<file path="config.mk">
export PLATFORM = sky130hd
export DESIGN_NAME = dvc_ram
export DESIGN_NICKNAME = d
export VERILOG_FILES = /design/src/hdl/dvc_ram.sv
export SDC_FILE = /design/constraint.sdc
export NUM_CORES = 1
export LEC_CHECK = 0
export BUFFER_PORTS_ARGS = -buffer_cell sky130_fd_sc_hd__buf_2
export CORE_MARGIN = 2
export CORE_UTILIZATION = 54
export DETAILED_ROUTE_END_ITERATION = 16
export PLACE_DENSITY = 0.75
export SYNTH_ARGS = -nofsm -noshare
export SYNTH_HDL_FRONTEND = slang
export SYNTH_SLANG_ARGS = --single-unit
</file>
<file path="constraint.sdc">
create_clock -name clk -period 2.1 [get_ports clk]
set_input_delay 0.525 -clock clk [delete_from_list [all_inputs] [get_ports clk]]
set_output_delay 0.525 -clock clk [all_outputs]
set_load 0.02 [all_outputs]
</file>
<file path="src/hdl/dvc_ram.sv">
`timescale 1ns / 1ps

module dvc_ram #(
	parameter int WIDTH = 8,
	parameter int DEPTH = 16
) (
	input  logic                     clk,
	input  logic                     we,
	input  logic [$clog2(DEPTH)-1:0] waddr,
	input  logic [WIDTH-1:0]         wdata,
	input  logic [$clog2(DEPTH)-1:0] raddr,
	output logic [WIDTH-1:0]         rdata
);

	logic [WIDTH-1:0] mem [DEPTH];

	always_ff @(posedge clk) begin
		if (we) begin
			mem[waddr] <= wdata;
		end
		rdata <= mem[raddr];
	end

endmodule

</file>
==> metrics.txt, run 1 <==
count of clock tree sinks=136; ordered list of cells on the worst path=buf_2; summed instance area of the synthesized netlist=between 0.005 and 0.006 mm2; WP buf/inv=1; overall overflow remaining after global route=0; setup repair after global routing missed its margin=no; result of the run=completed; type of origin of the critical path=register; GRT Overall Usage=0.217; global-route wire length before repair=approximately 15 mm; count of endpoints failing setup in the final report=0; DRT antenna net count=0; Pwr Total=6.01 mW; number of enable-type register cells in the synthesized netlist=approximately 130; clock slew seen by the registers of the worst setup and hold paths=0.06 ns; Internal Pwr Total=4.73 mW; area enclosed by the die boundary=0.0103 mm2; Clock Latency Late Sink=roughly 0.5 ns; clock tree from TritonCTS=done; detail-routed net length per standard cell=23.0 um; NumNets Final=303; pin count of the biggest net entering global routing=33; postcts setup bufs=0; total number of H-tree levels=4; max-cap violation count=0; critical path data required time=between 1.5 and 2 ns; power density relative to cell area=between 900 and 1000 mW/mm2; Synth Net Count=247; class of the tightest hold or removal check=input port to register; number of buffer cells added on primary ports=25; antenna diode count=0; final hold violation count=0; Clk pwr share=0.441; num ports=26; final WL=9.81 mm; Hold-fix buffers, CTS=0; Pre-Repair DR Iteration Count=5; Total Negative Setup Slacks=0 ns; vias in the first global route=about 2600; worst relative slew slack=0.728; die boundary height=102 um; total count of max-transition violations in the final report=0; register share of total power=0.508; setup slack after placement=~0.071 ns; standard-cell row count=35; Area Growth Syn to Fin=18.4%; leading cell type in the layout, fill and taps excluded=edfxtp_1; Clock Tree Root=clkbuf_8; asr flop ratio synth=0; final critical delay including setup and external delays=1.59 ns; number of warnings printed during yosys synthesis=0; slew at the pin with the worst max-slew slack=0.409 ns; share of layout cells above drive strength 1=0.329; longest individual stage delay on the worst path=0.37 ns; number of buffers inserted during clock tree synthesis=17; global placement routability congestion=0.697; final standard cell utilization of the core=0.660; Top delay family on crit path=flip-flops; Post-Syn Area per Cell=roughly 22 um2; Hold Slack=0.387 ns; DR iter-0 viols=~260; commonest cells after routing, fill and taps aside=edfxtp_1 (128), buf_2 (25), buf_4 (19); total of cells resized after clock tree synthesis=0; initial antenna violation count=0; Slowest-stage cell, CP=dfxtp_1; number of standard cells after synthesis=229; largest driver fanout on the critical path=1; number of distinct library cells after synthesis=19; Combinational Power Share=0.051; data arrival time at the worst-slack endpoint=1.06 ns; mean number of vias per cell=5.82; number of remaining DRC errors=0; estimated wirelength of the detail-placed design=6.10 mm; Layout Skew=0.00682 ns; Leak=2.08 nW; sequential fraction of the synthesis area=0.778; dominant synthesized flop cell=edfxtp_1; number of vias in the routed layout=2485; die extent in x=102 um; Tcrit/Tclk final=0.756; maximum achievable frequency=0.630 GHz; maximum resistive drop on vdd=0.000479 V; CORE AREA=0.00924 mm2; Seq cells post-synth=between 100 and 150; maximum clock path buffer count=2; crit path kind=register to output port; endpoint kind of the worst setup timing path=output port; switching share of total power=0.213; effective utilization at floorplan=0.557; final worst setup slack=0.512 ns; switching power total=1.28 mW
## power by group through the flow
stage / combinational [mW] / clock, mW / sequential (mW)
6_report: 0.304 / 2.65 / 3.05
5_1_grt: 0.330 / 2.82 / 3.06
4_1_cts: 0.308 / 2.69 / 3.06
3_5_place_dp: 0.306 / 0 / 3.11
3_3_place_gp: 0.300 / 0 / 3.10
2_1_floorplan: 0.154 / 0 / 3.13
## layer usage
| layer | part of all wire | up-vias | routed length, um | global-route usage |
|---|---|---|---|---|
| li1 | - | 1085 | - | - |
| met1 | 0.39 | 1269 | 3810 | 0.293 |
| met2 | 0.51 | 119 | 5000 | 0.337 |
| met3 | 0.083 | 12 | 811 | 0.0663 |
| met4 | 0.018 | 0 | 181 | 0.0852 |
| met5 | 0 | - | 0 | 0 |
## cells by family after synthesis
| family | Yosys count | share of synthesized area |
|---|---|---|
| buffers and inverters | 10 | 0.0168 |
| AO/OA/AOI/OAI | 16 | 0.0233 |
| flip-flops | 136 | 0.778 |
| AND/OR/NAND/NOR | 35 | 0.0318 |
| multiplexers | 32 | 0.150 |
## path summary, 6_finish.rpt
kind,startpoint,end,slack [ns],depth (start not counted)
worst max-delay path,rdata[3]$_DFF_P_,rdata[3],0.51,1
worst min-delay path,wdata[4],mem[2][4]$_DFFE_PP_,0.39,1
worst max register to register,mem[10][3]$_DFFE_PP_,rdata[3]$_DFF_P_,0.73,3
worst min register to register,mem[7][3]$_DFFE_PP_,rdata[3]$_DFF_P_,0.69,3
## registers in the layout (all words and copies together) (netlist names)
name	flops
rdata	8
mem	128
## through the flow
step	area, um2	instances
floorplan	5150	229
global placement	5550	395
detailed placement	5550	395
CTS	6100	427
global route	6100	427
finish	6100	427
## cell usage after synthesis, types with 2 or more instances
cell type / count / area share
edfxtp_1: 128 / 0.75
a22oi_1: 16 / 0.023
dfxtp_1: 8 / 0.031
buf_6: 3 / 0.0066
nand2_1: 9 / 0.0066
nand2b_1: 2 / 0.0024
nand3b_1: 2 / 0.0029
clkdlybuf4s25_2: 3 / 0.0058
mux4_2: 18 / 0.079
mux4_1: 14 / 0.071
nor3_1: 4 / 0.0039
buf_2: 3 / 0.0029
nor2_1: 13 / 0.0095
## final cells by class
cell class	instances	area, um2
clock buffer	17	414
clock inverter	15	131
fill	584	3140
multi-input combinational	83	1060
sequential	136	4000
tap	129	161
timing repair buffer	47	328
(Power assumes the default switching activity.)
==> inputs of run 2 (changes only) <==
Settings changed: ABC_AREA set to 1, CORE_UTILIZATION 54 to 58, PLACE_DENSITY 0.75 to 0.77.
Clock period 2.1 ns to 1.5 ns, I/O delays scaled along.
==> run 2 against run 1 <==
  * First-iteration DRC count rose by 29%
  * Worst hold slack lost 0.15 ns
  * Die area increased by 4.1%
  * Register-to-register slack worse by 0.29 ns
  * Utilization rose by 3.2 points
  * Clock-buffer cell count grew 1
  * Largest power group unchanged
  * Non-clock buffer count grew 5
  * Final cell count is 74% higher
  * Routed wire length up 34%
==> metrics.txt, run 2 <==
mean number of vias per cell=5.37 (was 5.82); source of the worst register-to-register timing path=mem[5][6]$_DFFE_PP_ (was mem[10][3]$_DFFE_PP_); WP buf/inv=1 (unchanged); logic depth of the worst path, buffers included=1 (unchanged); number of vias in the routed layout=3989 (was 2485); total number of H-tree levels=4 (unchanged); switching power total=1.96 mW (was 1.28 mW); count of endpoints failing setup in the final report=0 (unchanged); estimated wirelength of the detail-placed design=7.96 mm (was 6.10 mm); summed instance area of the synthesized netlist=0.00577 mm2 (was 0.00515 mm2); commonest cells in the netlist=nand2_1 (173), edfxtp_1 (128), inv_1 (100) (was edfxtp_1 (128), mux4_2 (18), a22oi_1 (16)); dominant synthesized flop cell=edfxtp_1 (unchanged); power density relative to cell area=1350 mW/mm2 (was 986 mW/mm2); GRT Overall Usage=0.256 (was 0.217); final hold violation count=0 (unchanged); area share of the largest cell type after synthesis=0.667 (was 0.747); FF+latch area=0.00400 mm2 (unchanged); largest driver fanout on the critical path=1 (unchanged); longest individual stage delay on the worst path=0.35 ns (was 0.37 ns); area enclosed by the die boundary=0.0108 mm2 (was 0.0103 mm2); total count of max-transition violations in the final report=0 (unchanged); setup repair after global routing missed its margin=no (unchanged); max-cap violation count=0 (unchanged); NumNets Final=616 (was 303); class of the tightest hold or removal check=input port to register (unchanged); register with the most flip-flops=mem (unchanged); effective utilization at floorplan=0.593 (was 0.557); Design Area, Final=0.00673 mm2 (was 0.00610 mm2); sequential fraction of the synthesis area=0.694 (was 0.778); postcts setup bufs=0 (unchanged); initial antenna violation count=0 (unchanged); critical register-to-register path endpoint=rdata[6]$_DFF_P_ (was rdata[3]$_DFF_P_); total of cells resized after clock tree synthesis=0 (unchanged); Regs by FF count=mem (128), rdata (8) (unchanged); leading cell type in the layout, fill and taps excluded=nand2_1 (was edfxtp_1); number of remaining DRC errors=0 (unchanged); register share of total power=0.472 (was 0.508); Clock Tree Root=clkbuf_8 (unchanged); ordered list of cells on the worst path=buf_2 (unchanged); number of cells in the design after placement=712 (was 395); Post-Place Cell Area=0.00613 mm2 (was 0.00555 mm2); share of layout cells above drive strength 1=0.134 (was 0.329); commonest cells after routing, fill and taps aside=nand2_1 (173), edfxtp_1 (128), inv_1 (100) (was edfxtp_1 (128), buf_2 (25), buf_4 (19)); filler-free cell count of the finished design=743 (was 427); Worst R2R Path Depth=6 (was 3); DRT antenna net count=0 (unchanged); Total Negative Setup Slacks=0 ns (unchanged); number of buffer cells added on primary ports=25 (unchanged); worst relative slew slack=0.736 (was 0.728); Slowest-stage cell, CP=dfxtp_1 (unchanged); switching share of total power=0.216 (was 0.213); Top delay family on crit path=flip-flops (unchanged); result of the run=completed (unchanged); Synth Net Count=569 (was 247); Leak=2.95 nW (was 2.08 nW); area occupied by multi-input gates=0.00121 mm2 (was 0.00106 mm2); antenna diode count=0 (unchanged); worst reg2reg setup slack=0.44 ns (was 0.73 ns); detail-routed net length per standard cell=17.7 um (was 23.0 um); standard-cell row count=36 (was 35); final worst setup slack=0.0735 ns (was 0.512 ns); Pre-Repair DR Iteration Count=7 (was 5); endpoint kind of the worst setup timing path=output port (unchanged); Critical path origin=rdata[3]$_DFF_P_ (unchanged); vias in the first global route=3958 (was 2557); max reg flops=128 (unchanged); Internal Pwr Total=7.10 mW (was 4.73 mW); num ports=26 (unchanged); Combinational Power Share=0.063 (was 0.051); ranking of synthesized cells by area=edfxtp_1 (67%), nand2_1 (11%), nand3_1 (8.4%) (was edfxtp_1 (75%), mux4_2 (7.9%), mux4_1 (7.1%)); DR iter-0 viols=337 (was 261); maximum clock path buffer count=2 (unchanged); final WL=13.1 mm (was 9.81 mm); crit path to=rdata[3] (unchanged); top-count cell post-synth=nand2_1 (was edfxtp_1); maximum achievable frequency=around 0.70 GHz; setup slack after placement=0.0447 ns (was 0.0715 ns); count of clock tree sinks=136 (unchanged); number of standard cells after synthesis=551 (was 229); CORE AREA=0.00973 mm2 (was 0.00924 mm2); number of buffers inserted during clock tree synthesis=17 (unchanged); Fill cells=722 (was 584); global-route wire length before repair=20.4 mm (was 15.3 mm); overall overflow remaining after global route=0 (unchanged); data arrival time at the worst-slack endpoint=1.05 ns (was 1.06 ns); die boundary height=104 um (was 102 um); clock slew seen by the registers of the worst setup and hold paths=0.06 ns (about the same); die extent in x=104 um (was 102 um); type of origin of the critical path=register (unchanged); Clock Latency Late Sink=0.52 ns (was 0.51 ns); number of warnings printed during yosys synthesis=0 (unchanged); critical path data required time=1.12 ns (was 1.57 ns); number of enable-type register cells in the synthesized netlist=128 (unchanged); Layout Skew=0.00850 ns (was 0.00682 ns); Yosys top cell by area=edfxtp_1 (unchanged); Clk pwr share=0.465 (was 0.441); slew at the pin with the worst max-slew slack=0.395 ns (was 0.409 ns); final critical delay including setup and external delays=1.43 ns; number of distinct library cells after synthesis=12 (was 19); asr flop ratio synth=0 (unchanged); Tcrit/Tclk final=0.951; Area Growth Syn to Fin=16.7% (was 18.4%); pin count of the biggest net entering global routing=33 (unchanged); clock tree from TritonCTS=done (unchanged); global placement routability congestion=0.855 (was 0.697); Post-Syn Area per Cell=10.5 um2 (was 22.5 um2); Hold-fix buffers, CTS=0 (unchanged); final standard cell utilization of the core=0.691 (was 0.660); crit path kind=register to output port (unchanged); maximum resistive drop on vdd=0.000794 V (was 0.000479 V); Seq cells post-synth=136 (unchanged)
==> run 2: cell types whose count changed after synthesis, sizes merged, moves of 2 or more <==
cell and change:
nand3 +96, a22oi -16, nand2 +164, clkdlybuf4s25 -3
nor3 -4, nor2 +4, mux4 -32, inv +102
nand2b -2, buf +17
==> run 2: worst min path at each step <==
stage	from	end	slack (ns)	cells after the start
after CTS	raddr[3]	rdata[7]$_DFF_P_	0.22	3
after detailed placement	mem[15][4]$_DFFE_PP_	rdata[4]$_DFF_P_	0.65	6
after global placement	mem[10][3]$_DFFE_PP_	rdata[3]$_DFF_P_	0.64	6
after floorplan	wdata[0]	mem[0][0]$_DFFE_PP_	0.47	0
final	raddr[3]	rdata[7]$_DFF_P_	0.24	3
after global routing	raddr[3]	rdata[3]$_DFF_P_	0.25	3
==> run 2: cell families (layout without fill, tap and decap cells) <==
group	Yosys count	count (layout)	synth area share
flip-flops	136	136	0.694
buffers and inverters	126	185	0.0952
AND/OR/NAND/NOR	289	289	0.210
==> run 2: power groups by stage <==
stage	Sequential (mW)	Combinational (mW)	Clock [mW]
final	4.27	0.568	4.21
after global routing	4.28	0.618	4.35
after CTS	4.27	0.568	4.24
after detailed placement	4.35	0.558	0
after global placement	4.35	0.544	0
after floorplan	4.38	0.300	0
==> run 2: cell type report <==
type / count / share of cell area
clock buffer: 18 / 0.0621
clock inverter: 13 / 0.0264
tap: 133 / 0.0247
multi-input combinational: 289 / 0.180
sequential: 136 / 0.595
inverter: 102 / 0.0569
timing repair buffer: 52 / 0.0543
==> run 2: metrics by stage <==
stage,hold WS (ns),power [mW]
2_1_floorplan,0.474,4.68
3_3_place_gp,0.642,4.89
3_5_place_dp,0.655,4.91
4_1_cts,0.222,9.08
5_1_grt,0.252,9.25
6_report,0.239,9.06
==> run 2: metal layers <==
layer	share of wire	global-route usage
met5	0	0
met4	0.031	0.101
met3	0.080	0.0422
met2	0.51	0.453
met1	0.38	0.316
